## config.mk

```make
export PLATFORM = sky130hd
export DESIGN_NAME = savitzky_golay_point_smoother
export DESIGN_NICKNAME = d
export VERILOG_FILES = /design/src/hdl/sgps_pkg.sv /design/src/hdl/sgps_ram.sv /design/src/hdl/sgps_mac.sv /design/src/hdl/savitzky_golay_point_smoother.sv
export SDC_FILE = /design/constraint.sdc
export NUM_CORES = 2
export LEC_CHECK = 0
export ABC_CLOCK_PERIOD_IN_PS = 8650
export BUFFER_PORTS_ARGS = -buffer_cell sky130_fd_sc_hd__buf_4
export CAP_MARGIN = 20
export CORE_AREA = 8 8 483 485
export CTS_BUF_LIST = sky130_fd_sc_hd__clkbuf_4 sky130_fd_sc_hd__clkbuf_8
export DETAILED_ROUTE_END_ITERATION = 7
export DIE_AREA = 0 0 491 493
export MAX_ROUTING_LAYER = met4
export PLACE_DENSITY_LB_ADDON = 0.3
export SLEW_MARGIN = 20
export SYNTH_ARGS = -nofsm -noshare
export SYNTH_HDL_FRONTEND = slang
export SYNTH_HIERARCHICAL = 1
export SYNTH_SLANG_ARGS = --single-unit
```

## constraint.sdc

```tcl
create_clock -name clk -period 8.65 [get_ports clk]
set_input_delay 2.1625 -clock clk [delete_from_list [all_inputs] [get_ports clk]]
set_output_delay 2.1625 -clock clk [all_outputs]
set_load 0.01 [all_outputs]
```

## src/hdl/sgps_pkg.sv

```systemverilog
package sgps_pkg;

    localparam int MAX_RADIUS_DEF      = 8;
    localparam int COORD_BITS_DEF      = 16;
    localparam int COEFF_FRAC_BITS_DEF = 14;
    localparam int INDEX_BITS_DEF      = 16;

    localparam int COEFF_BITS     = 16;
    localparam int COEFF_WORDS    = 5;
    localparam int CFG_DATA_BITS  = 64;
    localparam int CFG_INDEX_BITS = 3;
    localparam int RADIUS_BITS    = 4;
    localparam int POS_BITS       = 16;

    localparam logic [CFG_INDEX_BITS-1:0] REG_RADIUS  = 3'd0;
    localparam logic [CFG_INDEX_BITS-1:0] REG_WRAP    = 3'd1;
    localparam logic [CFG_INDEX_BITS-1:0] REG_COEFF_A = 3'd2;
    localparam logic [CFG_INDEX_BITS-1:0] REG_COEFF_B = 3'd3;
    localparam logic [CFG_INDEX_BITS-1:0] REG_COEFF_C = 3'd4;
    localparam logic [CFG_INDEX_BITS-1:0] REG_COEFF_D = 3'd5;
    localparam logic [CFG_INDEX_BITS-1:0] REG_COEFF_E = 3'd6;

    typedef logic [COEFF_WORDS-1:0][CFG_DATA_BITS-1:0] coeff_words_t;

    typedef struct packed {
        logic                  valid;
        logic                  head_sel;
        logic                  zero;
        logic [COEFF_BITS-1:0] coeff;
    } mac_ctl_t;

    function automatic logic [COEFF_BITS-1:0] tap_coeff(input coeff_words_t w,
                                                        input logic [4:0] t);
        logic [CFG_DATA_BITS-1:0] sel;
        case (t[4:2])
            3'd0:    sel = w[0];
            3'd1:    sel = w[1];
            3'd2:    sel = w[2];
            3'd3:    sel = w[3];
            default: sel = w[4];
        endcase
        return sel[COEFF_BITS*t[1:0] +: COEFF_BITS];
    endfunction

endpackage

```

## src/hdl/sgps_ram.sv

```systemverilog
module sgps_ram #(
    parameter int WIDTH = 32,
    parameter int DEPTH = 16
) (
    input  logic                     clk,
    input  logic                     we,
    input  logic [$clog2(DEPTH)-1:0] waddr,
    input  logic [WIDTH-1:0]         wdata,
    input  logic                     re,
    input  logic [$clog2(DEPTH)-1:0] raddr,
    output logic [WIDTH-1:0]         rdata
);

    logic [WIDTH-1:0] mem [DEPTH];

    always_ff @(posedge clk)
    begin
        if (we)
        begin
            mem[waddr] <= wdata;
        end
        if (re)
        begin
            rdata <= mem[raddr];
        end
    end

endmodule

```

## src/hdl/sgps_mac.sv

```systemverilog
module sgps_mac
    import sgps_pkg::*;
#(
    parameter int MAX_RADIUS      = MAX_RADIUS_DEF,
    parameter int COORD_BITS      = COORD_BITS_DEF,
    parameter int COEFF_FRAC_BITS = COEFF_FRAC_BITS_DEF
) (
    input  logic                      clk,
    input  logic                      rst_n,
    input  logic                      clear,
    input  mac_ctl_t                  ctl,
    input  logic [2*COORD_BITS-1:0]   win_rdata,
    input  logic [2*COORD_BITS-1:0]   head_rdata,
    output logic                      busy,
    output logic [COORD_BITS-1:0]     res_x,
    output logic [COORD_BITS-1:0]     res_y,
    output logic [COORD_BITS-1:0]     raw_x,
    output logic [COORD_BITS-1:0]     raw_y
);

    localparam int PROD_W = COORD_BITS + COEFF_BITS;
    localparam int ACC_W  = PROD_W + $clog2(2 * MAX_RADIUS + 2);
    localparam int QW     = ACC_W + 1;

    mac_ctl_t                s1_reg;
    logic                    s2_vld_reg;
    logic signed [PROD_W-1:0] px_reg, py_reg;
    logic [COORD_BITS-1:0]   rx_reg, ry_reg;
    logic signed [ACC_W-1:0] ax_reg, ay_reg;

    logic [2*COORD_BITS-1:0] data;
    logic signed [COORD_BITS-1:0] dx, dy;

    always_comb
    begin
        data = s1_reg.head_sel ? head_rdata : win_rdata;
        if (s1_reg.zero)
        begin
            data = '0;
        end
        dx = signed'(data[COORD_BITS-1:0]);
        dy = signed'(data[2*COORD_BITS-1:COORD_BITS]);
    end

    always_ff @(posedge clk or negedge rst_n)
    begin
        if (!rst_n)
        begin
            s1_reg     <= '0;
            s2_vld_reg <= 1'b0;
        end
        else
        begin
            s1_reg     <= ctl;
            s2_vld_reg <= s1_reg.valid;
        end
    end

    always_ff @(posedge clk)
    begin
        if (s1_reg.valid)
        begin
            px_reg <= dx * signed'(s1_reg.coeff);
            py_reg <= dy * signed'(s1_reg.coeff);
            rx_reg <= data[COORD_BITS-1:0];
            ry_reg <= data[2*COORD_BITS-1:COORD_BITS];
        end
        if (clear)
        begin
            ax_reg <= '0;
            ay_reg <= '0;
        end
        else if (s2_vld_reg)
        begin
            ax_reg <= ax_reg + ACC_W'(px_reg);
            ay_reg <= ay_reg + ACC_W'(py_reg);
        end
    end

    function automatic logic [COORD_BITS-1:0] round_sat(input logic signed [ACC_W-1:0] acc);
        logic signed [QW-1:0] v;
        logic signed [QW-1:0] q;
        logic fits;
        v = QW'(acc) + (QW'(1) <<< (COEFF_FRAC_BITS - 1));
        q = v >>> COEFF_FRAC_BITS;
        fits = (&q[QW-1:COORD_BITS-1]) || !(|q[QW-1:COORD_BITS-1]);
        return fits ? q[COORD_BITS-1:0] : {q[QW-1], {(COORD_BITS-1){~q[QW-1]}}};
    endfunction

    assign busy  = s1_reg.valid || s2_vld_reg;
    assign res_x = round_sat(ax_reg);
    assign res_y = round_sat(ay_reg);
    assign raw_x = rx_reg;
    assign raw_y = ry_reg;

endmodule

```

## src/hdl/savitzky_golay_point_smoother.sv

```systemverilog
// Savitzky-Golay point smoother: filters x and y of a run of 2D points with a
// (2r+1)-tap FIR whose Q2.14 taps are loaded through the configuration port.
// One request is taken at a time. A request is first written to the memories,
// then each result is planned and, when filtered, computed one tap per cycle
// from the single read port of the window memory into one multiplier per
// coordinate, drained from the multiply pipeline and put out; a result that
// is passed through takes the same steps with a single tap. Each empty part of
// the result list costs a planning step, and the output may wait for out_ready.
// The request that ends a run produces up to 2r+1 results;
// in wrap mode these come from the window memory and the run-head memory.
// Results wait in an output register while the next result is computed.
module savitzky_golay_point_smoother
    import sgps_pkg::*;
#(
    parameter int MAX_RADIUS      = MAX_RADIUS_DEF,
    parameter int COORD_BITS      = COORD_BITS_DEF,
    parameter int COEFF_FRAC_BITS = COEFF_FRAC_BITS_DEF,
    parameter int INDEX_BITS      = INDEX_BITS_DEF
) (
    input  logic                      clk,
    input  logic                      rst_n,
    input  logic                      cfg_we,
    input  logic [CFG_INDEX_BITS-1:0] cfg_index,
    input  logic [CFG_DATA_BITS-1:0]  cfg_data,
    input  logic                      in_valid,
    output logic                      in_ready,
    input  logic [COORD_BITS-1:0]     px,
    input  logic [COORD_BITS-1:0]     py,
    input  logic                      end_of_run,
    output logic                      out_valid,
    input  logic                      out_ready,
    output logic [COORD_BITS-1:0]     qx,
    output logic [COORD_BITS-1:0]     qy,
    output logic [POS_BITS-1:0]       position,
    output logic                      run_done
);

    localparam int WIN_DEPTH  = 2 * MAX_RADIUS + 1;
    localparam int HEAD_DEPTH = 2 * MAX_RADIUS;
    localparam int WA         = $clog2(WIN_DEPTH);
    localparam int HA         = $clog2(HEAD_DEPTH);
    localparam int IW         = INDEX_BITS + 2;
    localparam int TW         = $clog2(2 * MAX_RADIUS + 2);
    localparam int DW         = 2 * COORD_BITS;

    typedef enum logic [5:0] {
        ST_IDLE  = 6'b000001,
        ST_WRITE = 6'b000010,
        ST_PLAN  = 6'b000100,
        ST_EMIT  = 6'b001000,
        ST_TAP   = 6'b010000,
        ST_DRAIN = 6'b100000
    } state_t;

    typedef enum logic [3:0] {
        SEG_NOW_PASS = 4'b0001,
        SEG_NOW_FILT = 4'b0010,
        SEG_END_TAIL = 4'b0100,
        SEG_END_HEAD = 4'b1000
    } seg_t;

    state_t state_reg, state_next;
    seg_t   seg_reg, seg_next;

    logic [RADIUS_BITS-1:0] radius_reg;
    logic                   wrap_mode_reg;
    coeff_words_t           coeff_reg;

    logic [COORD_BITS-1:0]  x_reg, y_reg;
    logic                   run_end_reg;
    logic [INDEX_BITS-1:0]  n_reg, count_reg;
    logic [WA-1:0]          wptr_reg, wptr_next;
    logic [WIN_DEPTH-1:0]   win_valid_reg;

    logic                   started_reg, started_next;
    logic signed [IW-1:0]   cur_reg, cur_next;
    logic signed [IW-1:0]   job_i_reg, job_i_next;
    logic                   job_filt_reg, job_filt_next;
    logic                   job_head_reg, job_head_next;
    logic                   found_reg, found_next;
    logic [TW-1:0]          tap_reg, tap_next;
    logic signed [IW-1:0]   k_reg, k_next;

    logic [COORD_BITS-1:0]  pend_x_reg, pend_y_reg;
    logic signed [IW-1:0]   pend_pos_reg;
    logic                   have_pend_reg, have_pend_next;

    logic [COORD_BITS-1:0]  qx_reg, qy_reg;
    logic [POS_BITS-1:0]    position_reg;
    logic                   run_done_reg, out_valid_reg;

    logic [RADIUS_BITS-1:0] r;
    logic signed [IW-1:0]   ns, rs, seg_lo, seg_hi, eff;
    logic                   seg_en, seg_filt, seg_head, seg_found;
    logic                   out_free, accept, mac_clear, last_tap;

    logic [WA-1:0]          win_raddr;
    logic [HA-1:0]          head_raddr;
    logic signed [IW-1:0]   win_d;
    logic signed [WA:0]     phys;
    logic                   head_sel, gt, lt, near;
    logic                   head_we;

    logic [DW-1:0]          win_rdata, head_rdata;
    mac_ctl_t               mac_ctl;
    logic                   mac_busy;
    logic [COORD_BITS-1:0]  res_x, res_y, raw_x, raw_y;

    assign r        = (radius_reg > RADIUS_BITS'(MAX_RADIUS)) ?
                      RADIUS_BITS'(MAX_RADIUS) : radius_reg;
    assign ns       = signed'({2'b00, n_reg});
    assign rs       = signed'(IW'(r));
    assign in_ready = (state_reg == ST_IDLE);
    assign accept   = in_valid && in_ready;
    assign out_free = !out_valid_reg || out_ready;
    assign head_we  = (state_reg == ST_WRITE) && (ns < (rs <<< 1))
                      && (ns < IW'(HEAD_DEPTH));
    assign wptr_next = (wptr_reg == WA'(WIN_DEPTH - 1)) ? '0 : wptr_reg + 1'b1;

    // segment bounds of the result list
    always_comb
    begin
        seg_en   = 1'b0;
        seg_filt = 1'b0;
        seg_head = 1'b0;
        seg_lo   = ns;
        seg_hi   = ns;
        case (seg_reg)
            SEG_NOW_PASS:
            begin
                seg_en = !wrap_mode_reg && (ns < rs);
            end
            SEG_NOW_FILT:
            begin
                seg_en   = ns >= (rs <<< 1);
                seg_filt = 1'b1;
                seg_lo   = ns - rs;
                seg_hi   = ns - rs;
            end
            SEG_END_TAIL:
            begin
                seg_en = run_end_reg;
                if (!wrap_mode_reg)
                begin
                    if (ns >= (rs <<< 1) - 1)
                    begin
                        seg_lo = IW'(ns - rs + 1);
                    end
                    else if (ns >= rs)
                    begin
                        seg_lo = rs;
                    end
                    else
                    begin
                        seg_lo = IW'(ns + 1);
                    end
                end
                else if (ns < (rs <<< 1))
                begin
                    seg_head = 1'b1;
                    seg_lo   = '0;
                end
                else
                begin
                    seg_filt = 1'b1;
                    seg_lo   = IW'(ns - rs + 1);
                end
            end
            SEG_END_HEAD:
            begin
                seg_en   = run_end_reg && wrap_mode_reg && (ns >= (rs <<< 1));
                seg_filt = 1'b1;
                seg_lo   = '0;
                seg_hi   = IW'(rs - 1);
            end
            default:
            begin
                seg_en = 1'b0;
            end
        endcase
        eff       = started_reg ? cur_reg : seg_lo;
        seg_found = seg_en && (eff <= seg_hi);
    end

    // tap address generation
    always_comb
    begin
        gt       = k_reg > ns;
        lt       = k_reg < 0;
        near     = (ns - k_reg) < IW'(WIN_DEPTH);
        head_sel = job_head_reg || gt || (!lt && !near);
        if (job_head_reg || !gt)
        begin
            head_raddr = k_reg[HA-1:0];
        end
        else
        begin
            head_raddr = HA'(k_reg - ns - 1);
        end
        win_d     = lt ? IW'(-k_reg - 1) : (ns - k_reg);
        phys      = signed'({1'b0, wptr_reg}) - signed'({1'b0, win_d[WA-1:0]});
        if (phys < 0)
        begin
            phys = phys + (WA+1)'(WIN_DEPTH);
        end
        win_raddr = phys[WA-1:0];
    end

    assign last_tap = tap_reg == (job_filt_reg ? TW'({r, 1'b0}) : '0);

    always_comb
    begin
        mac_ctl.valid    = (state_reg == ST_TAP);
        mac_ctl.head_sel = head_sel;
        mac_ctl.zero     = !head_sel && !win_valid_reg[win_raddr];
        mac_ctl.coeff    = tap_coeff(coeff_reg, 5'(tap_reg));
    end

    always_comb
    begin
        state_next     = state_reg;
        seg_next       = seg_reg;
        started_next   = started_reg;
        cur_next       = cur_reg;
        job_i_next     = job_i_reg;
        job_filt_next  = job_filt_reg;
        job_head_next  = job_head_reg;
        found_next     = found_reg;
        tap_next       = tap_reg;
        k_next         = k_reg;
        have_pend_next = have_pend_reg;
        mac_clear      = 1'b0;
        case (state_reg)
            ST_IDLE:
            begin
                if (accept)
                begin
                    state_next = ST_WRITE;
                end
            end
            ST_WRITE:
            begin
                seg_next     = SEG_NOW_PASS;
                started_next = 1'b0;
                state_next   = ST_PLAN;
            end
            ST_PLAN:
            begin
                if (seg_found)
                begin
                    found_next    = 1'b1;
                    started_next  = 1'b1;
                    cur_next      = IW'(eff + 1);
                    job_i_next    = eff;
                    job_filt_next = seg_filt;
                    job_head_next = seg_head;
                    tap_next      = '0;
                    k_next        = seg_filt ? eff - rs : eff;
                    mac_clear     = 1'b1;
                    state_next    = have_pend_reg ? ST_EMIT : ST_TAP;
                end
                else
                begin
                    started_next = 1'b0;
                    case (seg_reg)
                        SEG_NOW_PASS: seg_next = SEG_NOW_FILT;
                        SEG_NOW_FILT: seg_next = SEG_END_TAIL;
                        SEG_END_TAIL: seg_next = SEG_END_HEAD;
                        default:
                        begin
                            found_next = 1'b0;
                            state_next = have_pend_reg ? ST_EMIT : ST_IDLE;
                        end
                    endcase
                end
            end
            ST_EMIT:
            begin
                if (out_free)
                begin
                    have_pend_next = 1'b0;
                    state_next     = found_reg ? ST_TAP : ST_IDLE;
                end
            end
            ST_TAP:
            begin
                tap_next = tap_reg + 1'b1;
                k_next   = IW'(k_reg + 1);
                if (last_tap)
                begin
                    state_next = ST_DRAIN;
                end
            end
            ST_DRAIN:
            begin
                if (!mac_busy)
                begin
                    have_pend_next = 1'b1;
                    state_next     = ST_PLAN;
                end
            end
            default:
            begin
                state_next = ST_IDLE;
            end
        endcase
    end

    always_ff @(posedge clk or negedge rst_n)
    begin
        if (!rst_n)
        begin
            state_reg     <= ST_IDLE;
            seg_reg       <= SEG_NOW_PASS;
            started_reg   <= 1'b0;
            found_reg     <= 1'b0;
            have_pend_reg <= 1'b0;
            out_valid_reg <= 1'b0;
            run_done_reg  <= 1'b0;
            radius_reg    <= '0;
            wrap_mode_reg <= 1'b0;
            coeff_reg     <= coeff_words_t'(16384);
            count_reg     <= '0;
            wptr_reg      <= '0;
            win_valid_reg <= '0;
        end
        else
        begin
            state_reg     <= state_next;
            seg_reg       <= seg_next;
            started_reg   <= started_next;
            found_reg     <= found_next;
            have_pend_reg <= have_pend_next;
            if (cfg_we)
            begin
                case (cfg_index)
                    REG_RADIUS:  radius_reg    <= cfg_data[RADIUS_BITS-1:0];
                    REG_WRAP:    wrap_mode_reg <= cfg_data[0];
                    REG_COEFF_A: coeff_reg[0]  <= cfg_data;
                    REG_COEFF_B: coeff_reg[1]  <= cfg_data;
                    REG_COEFF_C: coeff_reg[2]  <= cfg_data;
                    REG_COEFF_D: coeff_reg[3]  <= cfg_data;
                    REG_COEFF_E: coeff_reg[4]  <= {48'd0, cfg_data[COEFF_BITS-1:0]};
                    default:     ;
                endcase
            end
            if (accept)
            begin
                if (end_of_run)
                begin
                    count_reg <= '0;
                end
                else if (count_reg != '1)
                begin
                    count_reg <= count_reg + 1'b1;
                end
            end
            if (state_reg == ST_WRITE)
            begin
                wptr_reg                 <= wptr_next;
                win_valid_reg[wptr_next] <= 1'b1;
            end
            if (state_reg == ST_EMIT && out_free)
            begin
                out_valid_reg <= 1'b1;
                run_done_reg  <= !found_reg && run_end_reg;
            end
            else if (out_ready)
            begin
                out_valid_reg <= 1'b0;
            end
        end
    end

    always_ff @(posedge clk)
    begin
        cur_reg      <= cur_next;
        job_i_reg    <= job_i_next;
        job_filt_reg <= job_filt_next;
        job_head_reg <= job_head_next;
        tap_reg      <= tap_next;
        k_reg        <= k_next;
        if (accept)
        begin
            x_reg       <= px;
            y_reg       <= py;
            run_end_reg <= end_of_run;
            n_reg       <= count_reg;
        end
        if (state_reg == ST_DRAIN && !mac_busy)
        begin
            pend_x_reg   <= job_filt_reg ? res_x : raw_x;
            pend_y_reg   <= job_filt_reg ? res_y : raw_y;
            pend_pos_reg <= job_i_reg;
        end
        if (state_reg == ST_EMIT && out_free)
        begin
            qx_reg       <= pend_x_reg;
            qy_reg       <= pend_y_reg;
            position_reg <= POS_BITS'(pend_pos_reg[INDEX_BITS-1:0]);
        end
    end

    sgps_ram #(
        .WIDTH (DW),
        .DEPTH (WIN_DEPTH)
    ) u_win_ram (
        .clk   (clk),
        .we    (state_reg == ST_WRITE),
        .waddr (wptr_next),
        .wdata ({y_reg, x_reg}),
        .re    (state_reg == ST_TAP),
        .raddr (win_raddr),
        .rdata (win_rdata)
    );

    sgps_ram #(
        .WIDTH (DW),
        .DEPTH (HEAD_DEPTH)
    ) u_head_ram (
        .clk   (clk),
        .we    (head_we),
        .waddr (n_reg[HA-1:0]),
        .wdata ({y_reg, x_reg}),
        .re    (state_reg == ST_TAP),
        .raddr (head_raddr),
        .rdata (head_rdata)
    );

    sgps_mac #(
        .MAX_RADIUS      (MAX_RADIUS),
        .COORD_BITS      (COORD_BITS),
        .COEFF_FRAC_BITS (COEFF_FRAC_BITS)
    ) u_mac (
        .clk        (clk),
        .rst_n      (rst_n),
        .clear      (mac_clear),
        .ctl        (mac_ctl),
        .win_rdata  (win_rdata),
        .head_rdata (head_rdata),
        .busy       (mac_busy),
        .res_x      (res_x),
        .res_y      (res_y),
        .raw_x      (raw_x),
        .raw_y      (raw_y)
    );

    assign out_valid = out_valid_reg;
    assign qx        = qx_reg;
    assign qy        = qy_reg;
    assign position  = position_reg;
    assign run_done  = run_done_reg;

    a_accept_write: assert property (@(posedge clk) disable iff (!rst_n)
        accept |=> state_reg == ST_WRITE)
        else $error("request not followed by store write");

    a_mac_busy: assert property (@(posedge clk) disable iff (!rst_n)
        mac_busy |-> (state_reg == ST_TAP || state_reg == ST_DRAIN))
        else $error("multiply pipeline active outside tap sequence");

    a_emit_pend: assert property (@(posedge clk) disable iff (!rst_n)
        state_reg == ST_EMIT |-> have_pend_reg)
        else $error("emit without pending result");

    a_last_flag: assert property (@(posedge clk) disable iff (!rst_n)
        (state_reg == ST_EMIT && out_free && !found_reg && run_end_reg)
        |=> (out_valid_reg && run_done_reg))
        else $error("final result of run not flagged");

endmodule
```

==> flow_summary.toml <==
[status]
status = "complete, no violations"

[yosys]
synth_top_area_frac = 0.4234
synth-seq-cells = 1844
synth_area_um2 = 100700
ys_warn_count = 6
postSynthAreaPerCell_um2 = 13.72
yosysUniqueCellTypes = 121
synth_edf_count = 1420
yosysTopAreaCell = "edfxtp_1"
netlist_instances = 7343
async_flop_share = 0.1898
synthFlopType = "edfxtp_1"
synthTopCellsByArea = "edfxtp_1, fa_1, dfrtp_1"
yosysSeqAreaShare = 0.5251
synth_fp_nets = 8297

[timing]
hold-worst-slack_ns = 0.4156
fin_crit_ns = 8.103
relSlewSlack = 0.2299
fmax_mhz = 123.4
fin_setup_tns_ns = 0
skew_ns = 0.08406
hold_viol_final = 0
period_share = 0.9367
slew_violations = 0
rsz0062_at_grt = "false"
setup_viol = 0
tightest_slew_ns = 1.155

[critical_path]
cp_max_fo = 8
cp_common_cell = "inv_1"
start_kind = "flop"
cp_slowest_cell = "a2111oi_2"
crit_path_end_kind = "flop"
critical_path_buf_inv_count = 5
cp.arrival_ns = 9.00
worst_ep_required_time_ns = 9.55
cp_slowest_stage_delay_ns = 0.68
path_class = "reg2reg"
cp_top_family = "compound AO/OA/AOI/OAI gates"

[routing]
wirelength_um = 250000
num_vias = 61140
drt_iter0_markers = 5294
drcViolationCount = 0
first_pass_iters = 7
avgRoutedWirePerCell_um = 22.94
ant_nets = 0
vias_per_cell = 5.610

[die]
num_rows = 175
core_region_area_um2 = 226000
ioPinCount = 156
die_w_um = 491
start_util = 0.4457
die_h_um = 493
dieArea_um2 = 242100

[clocking]
htreeDepth = 5
tritoncts = "yes"
cts-root-buf = "clkbuf_8"
ctsResizeCount = 0
clk_pin_slew_ns = 0.06
clk_latency_ns = 1.03
cts_buffers = 324
hold_buffers = 0
cts_sinks = 1844
clk_path_buf_depth = 4
cts_setup_buffers = 0

[finish]
fin_util = 0.4961
design_area_um2 = 112100
syn_to_final_growth_pct = 11.30
final_nets = 8610
largest_reg_flops = 544
drive_above_1_share = 0.2028

[placed_design]
place.gp.congestion = 0.8983
buffer_ports.inserted = 155
dp_hpwl_um = 163700
postPlaceCellArea_um2 = 105700

[grt]
antenna_found_initial = 9
grtUsageTotal = 0.2086
grt_max_degree = 143
gr-total-overflow = 0
grt_pass1_wl_um = 382800
grt_pass1_vias = 63390

[worst_hold_path]
hold_path.class = "reg2reg"

[job]
drv_cap = 0
area by class of cell:
| cell class | instances | area [µm²] |
|---|---|---|
| repair buffers | 325 | 2592 |
| clock inverters | 114 | 842.1 |
| fillers | 19400 | 113900 |
| well taps | 3009 | 3765 |
| multi-input cells | 4473 | 43960 |
| clock buffers | 434 | 5423 |
| inverters | 688 | 2595 |
| flip-flops and latches | 1844 | 52890 |
| diodes | 12 | 30.03 |
layout by cell type, fill, tap and decap left out, types with 53 or more instances in the layout:
| master | instances |
|---|---|
| a21oi_1 | 221 |
| edfxtp_1 | 1420 |
| clkinv_1 | 64 |
| dfxtp_1 | 74 |
| and2_1 | 267 |
| dfrtp_1 | 344 |
| mux2i_1 | 152 |
| fa_1 | 530 |
| ha_1 | 319 |
| xor2_1 | 91 |
| mux2_2 | 335 |
| mux4_2 | 288 |
| buf_4 | 311 |
| inv_1 | 682 |
| xnor2_1 | 161 |
| nor2_1 | 358 |
| nand2b_1 | 53 |
| nor3_1 | 53 |
| o21ai_0 | 163 |
| a21o_1 | 71 |
| clkbuf_8 | 346 |
| clkbuf_4 | 88 |
| a22oi_1 | 99 |
| nand3_1 | 85 |
| nand2_1 | 479 |
per-stage QoR:
stage / worst slack, ns / instances
finish: 0.5474 / 10900
global route: 0.1171 / 10900
CTS: 0.6728 / 10880
detailed placement: 0.6738 / 10330
global placement: 0.8507 / 10330
floorplan: 1.210 / 7343
per-layer routing:
| metal | track usage | share of wire |
|---|---|---|
| met4 | 0.06594 | 0.032 |
| met5 | - | 0 |
| met1 | 0.2785 | 0.43 |
| met3 | 0.03193 | 0.065 |
| met2 | 0.3323 | 0.48 |
worst reg2reg max path: cells and delay by family, from the launching register on:
kind	cells	cell delay, ns
AOI/OAI and AO/OA	9	3.06
adders and majority gates	3	1.06
buffers and inverters	5	0.73
DFF	1	0.44
muxes	2	0.57
and+or+nand+nor	7	2.11
synth_stat cells (38+ instances only):
cell type,count
dfxtp_1,74
nor2b_1,56
and2_1,269
nand2_1,479
dfrtp_1,347
a22oi_1,99
inv_1,686
edfxtp_1,1420
o21ai_0,164
buf_1,38
a21oi_1,221
nand2b_1,54
nor3_1,64
nand3_1,85
fa_1,530
xor2_1,92
mux4_2,288
o22ai_1,48
a211oi_1,40
mux2i_1,152
xnor2_1,163
nor2_1,383
a21o_1,71
clkbuf_1,231
mux2_2,336
nand4_1,42
ha_1,319
worst paths after layout:
kind	from	to	slack (ns)	cells past startpoint
max	radius_reg[3]	u_mac/ax_reg[35]	0.55	26
min	pend_y_reg[2]	qy[2]	0.42	0
max reg2reg	radius_reg[3]	u_mac/ax_reg[35]	0.55	26
min reg2reg	pend_y_reg[2]	qy[2]	0.42	0
max in group asynchronous	rst_n	u_mac/s2_vld_reg	5.66	3
min in group asynchronous	rst_n	coeff_reg[219]	1.12	1
cells by family (layout without fill, tap and decap cells):
family | count (synthesis) | count (layout) | synth area share
multiplexers | 784 | 784 | 0.1190
XOR/XNOR | 255 | 255 | 0.02217
flip-flops | 1844 | 1844 | 0.5251
adder cells (fa/ha/maj) | 849 | 849 | 0.1450
other | 0 | 12 | 0
AND/OR/NAND/NOR | 1613 | 1613 | 0.07970
buffers and inverters | 1026 | 1561 | 0.04209
AO/OA/AOI/OAI | 972 | 972 | 0.06698
Power is left out: the tool's default activity adds up to more than one toggle a clock period on the data nets, which glitch-free logic cannot reach.
